===== src/design/swr_pkg.sv =====
// Shared types and constants for the sample-without-replacement block.
package swr_pkg;

    localparam int FRACTION_BITS = 16;
    localparam int CFG_W         = 7;
    localparam int INDEX_W       = 6;
    localparam int STATUS_W      = 2;
    localparam int APB_DATA_W    = 32;
    localparam int APB_ADDR_W    = 3;
    localparam int REG_IDX_W     = APB_ADDR_W - 2;

    // Item operations
    localparam logic OP_RESTART = 1'b0;
    localparam logic OP_DRAW    = 1'b1;

    // Result status codes
    localparam logic [STATUS_W-1:0] ST_DRAWN     = 2'd0;
    localparam logic [STATUS_W-1:0] ST_RESTART   = 2'd1;
    localparam logic [STATUS_W-1:0] ST_EXHAUSTED = 2'd2;

    // Register indexes
    localparam logic [REG_IDX_W-1:0] REG_POOL_SIZE  = 1'b0;
    localparam logic [REG_IDX_W-1:0] REG_PICK_COUNT = 1'b1;

    localparam logic [CFG_W-1:0] POOL_SIZE_RESET  = 7'd64;
    localparam logic [CFG_W-1:0] PICK_COUNT_RESET = 7'd64;

    typedef struct packed {
        logic                     op;
        logic [FRACTION_BITS-1:0] random_fraction;
    } in_t;

    typedef struct packed {
        logic [INDEX_W-1:0]  index;
        logic [STATUS_W-1:0] status;
        logic                last;
    } out_t;

    typedef struct packed {
        logic [CFG_W-1:0] pool_size;
        logic [CFG_W-1:0] pick_count;
    } cfg_t;

endpackage


===== src/design/swr_cfg.sv =====
// APB register file holding pool_size and pick_count.
module swr_cfg (
    input  logic                           clk,
    input  logic                           rst_n,
    input  logic                           psel,
    input  logic                           penable,
    input  logic                           pwrite,
    input  logic [swr_pkg::APB_ADDR_W-1:0] paddr,
    input  logic [swr_pkg::APB_DATA_W-1:0] pwdata,
    output logic [swr_pkg::APB_DATA_W-1:0] prdata,
    output logic                           pready,
    output swr_pkg::cfg_t                  cfg
);
    import swr_pkg::*;

    logic [CFG_W-1:0]     pool_size_reg;
    logic [CFG_W-1:0]     pool_size_next;
    logic [CFG_W-1:0]     pick_count_reg;
    logic [CFG_W-1:0]     pick_count_next;
    logic [REG_IDX_W-1:0] reg_idx;
    logic                 wr_en;

    assign pready  = 1'b1;
    assign reg_idx = paddr[APB_ADDR_W-1:2];
    assign wr_en   = psel && penable && pwrite && pready;

    always_comb
    begin
        pool_size_next  = pool_size_reg;
        pick_count_next = pick_count_reg;
        if (wr_en)
        begin
            unique case (reg_idx)
                REG_POOL_SIZE:  pool_size_next  = pwdata[CFG_W-1:0];
                REG_PICK_COUNT: pick_count_next = pwdata[CFG_W-1:0];
                default:        ;
            endcase
        end
    end

    always_comb
    begin
        unique case (reg_idx)
            REG_POOL_SIZE:  prdata = APB_DATA_W'(pool_size_reg);
            REG_PICK_COUNT: prdata = APB_DATA_W'(pick_count_reg);
            default:        prdata = '0;
        endcase
    end

    always_ff @(posedge clk or negedge rst_n)
    begin
        if (!rst_n)
        begin
            pool_size_reg  <= POOL_SIZE_RESET;
            pick_count_reg <= PICK_COUNT_RESET;
        end
        else
        begin
            pool_size_reg  <= pool_size_next;
            pick_count_reg <= pick_count_next;
        end
    end

    assign cfg.pool_size  = pool_size_reg;
    assign cfg.pick_count = pick_count_reg;

endmodule


===== src/design/swr_map.sv =====
// Used-index bitmap: one flop per pool entry, single-bit read and set.
module swr_map #(
    parameter int MAX_POOL = 64
) (
    input  logic                        clk,
    input  logic                        rst_n,
    input  logic                        clear,
    input  logic                        set,
    input  logic [$clog2(MAX_POOL)-1:0] idx,
    output logic                        used
);
    import swr_pkg::*;

    logic [MAX_POOL-1:0] map_reg;
    logic [MAX_POOL-1:0] map_next;

    always_comb
    begin
        map_next = map_reg;
        if (clear)
        begin
            map_next = '0;
        end
        else if (set)
        begin
            map_next[idx] = 1'b1;
        end
    end

    always_ff @(posedge clk or negedge rst_n)
    begin
        if (!rst_n)
        begin
            map_reg <= '0;
        end
        else
        begin
            map_reg <= map_next;
        end
    end

    assign used = map_reg[idx];

endmodule


===== src/design/sample_without_replacement.sv =====
// Top level: sequencer that draws distinct pool indices without replacement.
//
// Usage: drive a word on item and raise start while busy is low; the word is
// taken at that clock edge. A restart word (op = 0) clears the used map and
// the pick counter and answers in the next cycle with status 1. A draw word
// (op = 1) scales random_fraction by the number of unused entries to get a
// rank, finds the unused entry of that rank counting up from index 0, marks
// it used and returns it with status 0; last is set on the draw that
// completes the round. A draw once the round is complete (or the pool is
// empty) returns status 2 with index 0 and changes nothing. Every word gives
// exactly one result, shown on result for one cycle while done is high; the
// receiver cannot stall it, so capture it in that cycle. A draw first counts
// the free entries of the effective pool, then forms the rank, then walks
// the map from index 0 up to the chosen entry; both passes go through the
// map one bit per cycle on a single shared counter. busy drops in the cycle
// that done is shown, so a new word may be started then. pool_size and
// pick_count sit on the APB port at byte addresses 0 and 4; write them only
// while the block is idle.
module sample_without_replacement #(
    parameter int MAX_POOL = 64
) (
    input  logic                           clk,
    input  logic                           rst_n,
    input  logic                           start,
    output logic                           busy,
    input  swr_pkg::in_t                   item,
    output logic                           done,
    output swr_pkg::out_t                  result,
    input  logic                           psel,
    input  logic                           penable,
    input  logic                           pwrite,
    input  logic [swr_pkg::APB_ADDR_W-1:0] paddr,
    input  logic [swr_pkg::APB_DATA_W-1:0] pwdata,
    output logic [swr_pkg::APB_DATA_W-1:0] prdata,
    output logic                           pready
);
    import swr_pkg::*;

    // Counter widths: PW holds 0..MAX_POOL, IW addresses the map,
    // CW is wide enough for both the counters and the config fields.
    localparam int PW     = $clog2(MAX_POOL + 1);
    localparam int IW     = $clog2(MAX_POOL);
    localparam int CW     = (PW > CFG_W) ? PW : CFG_W;
    localparam int PROD_W = FRACTION_BITS + PW;

    localparam logic [1:0] S_IDLE  = 2'd0;
    localparam logic [1:0] S_COUNT = 2'd1;
    localparam logic [1:0] S_RANK  = 2'd2;
    localparam logic [1:0] S_SCAN  = 2'd3;

    cfg_t cfg;

    logic [1:0]               state_reg,     state_next;
    logic [PW-1:0]            j_reg,         j_next;
    logic [PW-1:0]            remaining_reg, remaining_next;
    logic [PW-1:0]            cnt_reg,       cnt_next;
    logic [PW-1:0]            rank_reg,      rank_next;
    logic [FRACTION_BITS-1:0] frac_reg,      frac_next;
    logic [CFG_W-1:0]         picks_reg,     picks_next;
    logic                     done_reg,      done_next;
    out_t                     result_reg,    result_next;

    logic              map_clear;
    logic              map_set;
    logic              map_used;

    logic [CW-1:0]     pool_cw;
    logic [CW-1:0]     pick_cw;
    logic [CW-1:0]     n_cw;
    logic [CW-1:0]     target_cw;
    logic [CW-1:0]     j_cw;
    logic [CW-1:0]     picks_cw;
    logic              scan_end;
    logic              round_full;
    logic [PROD_W-1:0] product;
    logic              accept;

    swr_cfg u_cfg (
        .clk     (clk),
        .rst_n   (rst_n),
        .psel    (psel),
        .penable (penable),
        .pwrite  (pwrite),
        .paddr   (paddr),
        .pwdata  (pwdata),
        .prdata  (prdata),
        .pready  (pready),
        .cfg     (cfg)
    );

    swr_map #(
        .MAX_POOL (MAX_POOL)
    ) u_map (
        .clk   (clk),
        .rst_n (rst_n),
        .clear (map_clear),
        .set   (map_set),
        .idx   (j_reg[IW-1:0]),
        .used  (map_used)
    );

    // Effective pool is pool_size clamped to MAX_POOL; the round target is
    // the smaller of pick_count and that pool.
    assign pool_cw    = CW'(cfg.pool_size);
    assign pick_cw    = CW'(cfg.pick_count);
    assign n_cw       = (pool_cw > CW'(MAX_POOL)) ? CW'(MAX_POOL) : pool_cw;
    assign target_cw  = (pick_cw < n_cw) ? pick_cw : n_cw;
    assign j_cw       = CW'(j_reg);
    assign picks_cw   = CW'(picks_reg);
    assign scan_end   = (j_cw == n_cw);
    assign round_full = (picks_cw >= target_cw);

    // Rank = floor(u * remaining): one narrow multiply, registered in rank_reg.
    assign product = PROD_W'(frac_reg) * PROD_W'(remaining_reg);

    assign busy   = (state_reg != S_IDLE);
    assign accept = start && !busy;

    always_comb
    begin
        state_next     = state_reg;
        j_next         = j_reg;
        remaining_next = remaining_reg;
        cnt_next       = cnt_reg;
        rank_next      = rank_reg;
        frac_next      = frac_reg;
        picks_next     = picks_reg;
        done_next      = 1'b0;
        result_next    = result_reg;
        map_clear      = 1'b0;
        map_set        = 1'b0;

        unique case (state_reg)
            S_IDLE:
            begin
                if (accept)
                begin
                    if (item.op == OP_RESTART)
                    begin
                        // Drop the round and answer next cycle.
                        map_clear          = 1'b1;
                        picks_next         = '0;
                        done_next          = 1'b1;
                        result_next.index  = '0;
                        result_next.status = ST_RESTART;
                        result_next.last   = 1'b0;
                    end
                    else
                    begin
                        frac_next      = item.random_fraction;
                        j_next         = '0;
                        remaining_next = '0;
                        state_next     = S_COUNT;
                    end
                end
            end

            S_COUNT:
            begin
                // Count free entries of the current pool, one bit a cycle.
                if (scan_end)
                begin
                    state_next = S_RANK;
                end
                else
                begin
                    if (!map_used)
                    begin
                        remaining_next = remaining_reg + 1'b1;
                    end
                    j_next = j_reg + 1'b1;
                end
            end

            S_RANK:
            begin
                if (round_full || remaining_reg == '0)
                begin
                    done_next          = 1'b1;
                    result_next.index  = '0;
                    result_next.status = ST_EXHAUSTED;
                    result_next.last   = 1'b0;
                    state_next         = S_IDLE;
                end
                else
                begin
                    rank_next  = product[PROD_W-1:FRACTION_BITS];
                    j_next     = '0;
                    cnt_next   = '0;
                    state_next = S_SCAN;
                end
            end

            S_SCAN:
            begin
                if (scan_end)
                begin
                    // Unreachable since rank < remaining; report exhausted.
                    done_next          = 1'b1;
                    result_next.index  = '0;
                    result_next.status = ST_EXHAUSTED;
                    result_next.last   = 1'b0;
                    state_next         = S_IDLE;
                end
                else if (!map_used && cnt_reg == rank_reg)
                begin
                    // Mark the entry and return it.
                    map_set            = 1'b1;
                    picks_next         = picks_reg + 1'b1;
                    done_next          = 1'b1;
                    result_next.index  = j_cw[INDEX_W-1:0];
                    result_next.status = ST_DRAWN;
                    result_next.last   = ((picks_cw + 1'b1) >= target_cw)
                                         || (remaining_reg == PW'(1));
                    state_next         = S_IDLE;
                end
                else
                begin
                    if (!map_used)
                    begin
                        cnt_next = cnt_reg + 1'b1;
                    end
                    j_next = j_reg + 1'b1;
                end
            end

            default:
            begin
                state_next = S_IDLE;
            end
        endcase
    end

    always_ff @(posedge clk or negedge rst_n)
    begin
        if (!rst_n)
        begin
            state_reg     <= S_IDLE;
            j_reg         <= '0;
            remaining_reg <= '0;
            cnt_reg       <= '0;
            picks_reg     <= '0;
            done_reg      <= 1'b0;
        end
        else
        begin
            state_reg     <= state_next;
            j_reg         <= j_next;
            remaining_reg <= remaining_next;
            cnt_reg       <= cnt_next;
            picks_reg     <= picks_next;
            done_reg      <= done_next;
        end
    end

    always_ff @(posedge clk)
    begin
        rank_reg   <= rank_next;
        frac_reg   <= frac_next;
        result_reg <= result_next;
    end

    assign done   = done_reg;
    assign result = result_reg;

    // A hit during the scan must produce a drawn result on the next cycle.
    a_hit_gives_draw: assert property (@(posedge clk) disable iff (!rst_n)
        (state_reg == S_SCAN && !scan_end && !map_used && cnt_reg == rank_reg)
        |=> (done && result.status == ST_DRAWN))
        else $error("scan hit did not return a drawn index");

    // The free-entry counter of the scan never passes the rank.
    a_cnt_bound: assert property (@(posedge clk) disable iff (!rst_n)
        (state_reg == S_SCAN) |-> (cnt_reg <= rank_reg && rank_reg < remaining_reg))
        else $error("scan counter passed the rank");

    // The free count never exceeds the effective pool.
    a_remaining_bound: assert property (@(posedge clk) disable iff (!rst_n)
        (state_reg == S_RANK) |-> (CW'(remaining_reg) <= n_cw))
        else $error("free count larger than pool");

    // A drawn result always follows a counted pick.
    a_draw_counted: assert property (@(posedge clk) disable iff (!rst_n)
        (done && result.status == ST_DRAWN) |-> (picks_reg != '0))
        else $error("drawn result without a pick counted");

endmodule


===== config.mk =====
export PLATFORM = sky130hd
export DESIGN_NAME = sample_without_replacement
export DESIGN_NICKNAME = d
export VERILOG_FILES = /design/src/design/swr_pkg.sv /design/src/design/swr_cfg.sv /design/src/design/swr_map.sv /design/src/design/sample_without_replacement.sv
export SDC_FILE = /design/constraint.sdc
export NUM_CORES = 1
export LEC_CHECK = 0
export ABC_AREA = 1
export BUFFER_PORTS_ARGS = -buffer_cell sky130_fd_sc_hd__buf_2
export CAP_MARGIN = 20
export CORE_UTILIZATION = 55
export CTS_CLUSTER_SIZE = 28
export DETAILED_ROUTE_END_ITERATION = 8
export PLACE_DENSITY = 0.74
export SYNTH_ARGS = -nofsm -noshare
export SYNTH_HDL_FRONTEND = slang
export SYNTH_SLANG_ARGS = --single-unit

===== constraint.sdc =====
create_clock -name clk -period 10.05 [get_ports clk]
set_clock_uncertainty 0.1 [all_clocks]
set_input_delay 1.5075 -clock clk [delete_from_list [all_inputs] [get_ports clk]]
set_output_delay 1.5075 -clock clk [all_outputs]
set_load 0.01 [all_outputs]

==> flow_summary.json <==
{
  "slew_headroom_pct": 27.0,
  "max_stage_delay_ps": 900,
  "hold-path-cell-count": 1,
  "rows": 51,
  "cap_violations": 0,
  "vias": 8825,
  "largest_reg_flops": 64,
  "final.period_utilization_pct": 51.9,
  "ys_types": 51,
  "cp-end-kind": "register",
  "track_usage_pct": 24.7,
  "cts_resized": 0,
  "holdWs_ps": 401,
  "synth_cells": 1382,
  "ys_ff_latch": 141,
  "synthArstFlopShare_pct": 77.3,
  "diodes": 0,
  "area_growth_pct": 6.94,
  "dp_hpwl_mm": 16.7,
  "drt_iter0_markers": 612,
  "power_density_mw_per_mm2": 209,
  "port_buffers": 48,
  "synth.area.top_cells": "dfrtp_1 (24%), fa_1 (12%), nand2_1 (11%), inv_1 (9.0%), edfxtp_1 (8.7%)",
  "path_cells": "nand2_1 -> fa_1 -> fa_1 -> inv_1 -> fa_1 -> inv_1 -> fa_1 -> inv_1 -> ha_1 -> a21oi_1 -> o21ai_0 -> a221oi_1 -> nand3_1 -> a21o_1 -> a21oi_1 -> xnor2_1",
  "ys.flop_type": "dfrtp_1",
  "wl_mm": 23.7,
  "grt_util_met2_pct": 43.8,
  "r2r-end": "rank_reg[5]$_DFFE_PP_",
  "period_needed_ps": 5210,
  "antenna_found_initial": 0,
  "mostFrequentLayoutCell": "nand2_1",
  "root_buffer": "clkbuf_16",
  "avgRoutedWirePerCell_um": 14.1,
  "worst_slew_pin_slew_ps": 1090,
  "grt_pass1_wl_mm": 40.3,
  "critPathRequiredTime_ps": 10120,
  "drt.antenna.violating_nets": 0,
  "critPathArrivalTime_ps": 5280,
  "fillCellCount": 1745,
  "crit_type": "reg -> reg",
  "clk_latency_ps": 430,
  "yosys.area_share.adder_pct": 19.8,
  "fin_ws_ps": 4840,
  "synth_compound_area_share_pct": 10.1,
  "r2r-start": "remaining_reg[3]$_DFFE_PN0P_",
  "cpLargestDelayFamily": "adder cells",
  "htree_num_levels": 4,
  "die_x_um": 144,
  "fmax_mhz": 192,
  "rsz0062_at_grt": "no",
  "total_power_uw": 2470,
  "gr-usage-met1_pct": 30.7,
  "ios": 102,
  "gr-usage-met3_pct": 4.33,
  "yosysTopAreaCell": "dfrtp_1",
  "place_congestion": 0.897,
  "grt_busiest_layer": "met2",
  "synth_edf_count": 32,
  "outcome": "finished, final reports clean",
  "slowest_stage": "dfrtp_1",
  "path_buf_inv": 3,
  "clock_path_buffers": 2,
  "finalHoldViolCount": 0,
  "synth.cell_area_mm2": 0.0111,
  "ir_drop_uv": 144,
  "tritoncts": "built",
  "avgSynthCellArea_um2": 8.01,
  "overflow": 0,
  "synth_xor_area_share_pct": 2.30,
  "dpl_cell_area_mm2": 0.0113,
  "layout_common_cells": "nand2_1 (311), inv_1 (265), dfrtp_1 (107), a21oi_1 (103), nand3_1 (89)",
  "cts_hold_buf": 0,
  "cts_setup_buffers": 0,
  "cts.clk_slew.worst_paths_ps": 60,
  "grt_max_degree": 71,
  "coreArea_mm2": 0.0196,
  "r2r_cells": 16,
  "die_area_mm2": 0.0207,
  "slew_violations": 0,
  "leakagePower_uw": 0.00633,
  "layout-drive-gt1-share_pct": 8.20,
  "holdPathEnd": "u_map.map_reg[31]$_DFFE_PN0P_",
  "yosys.area_share.simple_pct": 20.6,
  "drcViolationCount": 0,
  "synth_top_area_share_pct": 24.2,
  "synthMuxAreaShare_pct": 0,
  "min_path_type": "reg -> reg",
  "viasPerCell": 5.26,
  "cpMostUsedCell": "fa_1",
  "yosysSeqAreaShare_pct": 33.4,
  "synth_top_family_by_area": "simple AND/OR/NAND/NOR gates",
  "numCtsBuffers": 17,
  "initial_utilization_pct": 56.5,
  "reg2reg_setup_slack_ps": 4840,
  "drt_pass1_iterations": 5,
  "post-place-ws_ps": 4890,
  "worstSetupStartpointType": "register",
  "min_from": "u_map.map_reg[31]$_DFFE_PN0P_",
  "cp_max_fo": 22,
  "fin_nets": 1593,
  "ys_warn_count": 0,
  "die_h_um": 144,
  "cts.sinks": 141,
  "setup_tns_ps": 0,
  "final-setup-viol-count": 0,
  "design_area_mm2": 0.0118,
  "grt_pass1_vias": 8728
}
==> layer usage <==
| layer | vias up | part of all wire, % | routed length, um |
|---|---|---|---|
| met5 | - | 0 | 0 |
| met4 | 0 | 1.4 | 330 |
| met3 | 34 | 4.5 | 1060 |
| met2 | 216 | 50 | 11900 |
| met1 | 4230 | 44 | 10400 |
| li1 | 4345 | - | - |
==> through the flow <==
stage                     util, %  cells
after global routing         60.4   1679
after CTS                    60.4   1679
after detailed placement     57.6   1647
after floorplan                 -   1406
final                        60.4   1679
after global placement       57.6   1647
==> cells by family after synthesis <==
family / count (synthesis)
other cells: 2
fa+ha+maj: 134
compound gates: 198
simple gates: 525
flops: 141
xor+xnor: 29
buf+inv: 353
==> worst max-delay path by stage <==
stage / startpoint / end / slack (ps) / cells after the start
2_1_floorplan: remaining_reg[3]$_DFFE_PN0P_ / rank_reg[5]$_DFFE_PP_ / 5170 / 18
3_3_place_gp: remaining_reg[3]$_DFFE_PN0P_ / rank_reg[5]$_DFFE_PP_ / 4970 / 16
3_5_place_dp: remaining_reg[6]$_DFFE_PN0P_ / rank_reg[5]$_DFFE_PP_ / 4890 / 18
4_1_cts: remaining_reg[6]$_DFFE_PN0P_ / rank_reg[5]$_DFFE_PP_ / 4880 / 18
5_1_grt: remaining_reg[3]$_DFFE_PN0P_ / rank_reg[5]$_DFFE_PP_ / 4540 / 16
6_report: remaining_reg[3]$_DFFE_PN0P_ / rank_reg[5]$_DFFE_PP_ / 4840 / 16
==> Yosys cell counts (4+ instances only) <==
master	number
dfrtp_1	107
o31ai_1	6
o21ai_2	5
buf_4	33
ha_1	66
nand3_2	7
o21ai_1	6
nor2_1	59
a21o_1	4
inv_1	265
nand2_1	311
buf_6	8
a22oi_1	12
inv_2	9
a21oi_1	103
o22ai_1	4
clkbuf_1	19
buf_2	9
o21ai_0	45
xor2_1	19
edfxtp_1	32
nand4_1	29
nor3_1	12
buf_1	7
nand3_1	89
xnor2_1	10
fa_1	68
==> report_power, final <==
part	switching [uW]	internal [uW]	total, uW
Clock	263	345	607
Combinational	666	347	1010
Sequential	125	728	853
==> layout make-up <==
type / instances / area (um^2) / share of cell area (%)
repair buffers: 52 / 273 / 2.31
clock buffers: 21 / 440 / 3.72
inverters: 277 / 1040 / 8.83
well taps: 265 / 332 / 2.80
clock inverters: 11 / 109 / 0.920
multi-input cells: 912 / 5940 / 50.2
flip-flops and latches: 141 / 3690 / 31.2
Power figures use the tool's default switching activity.
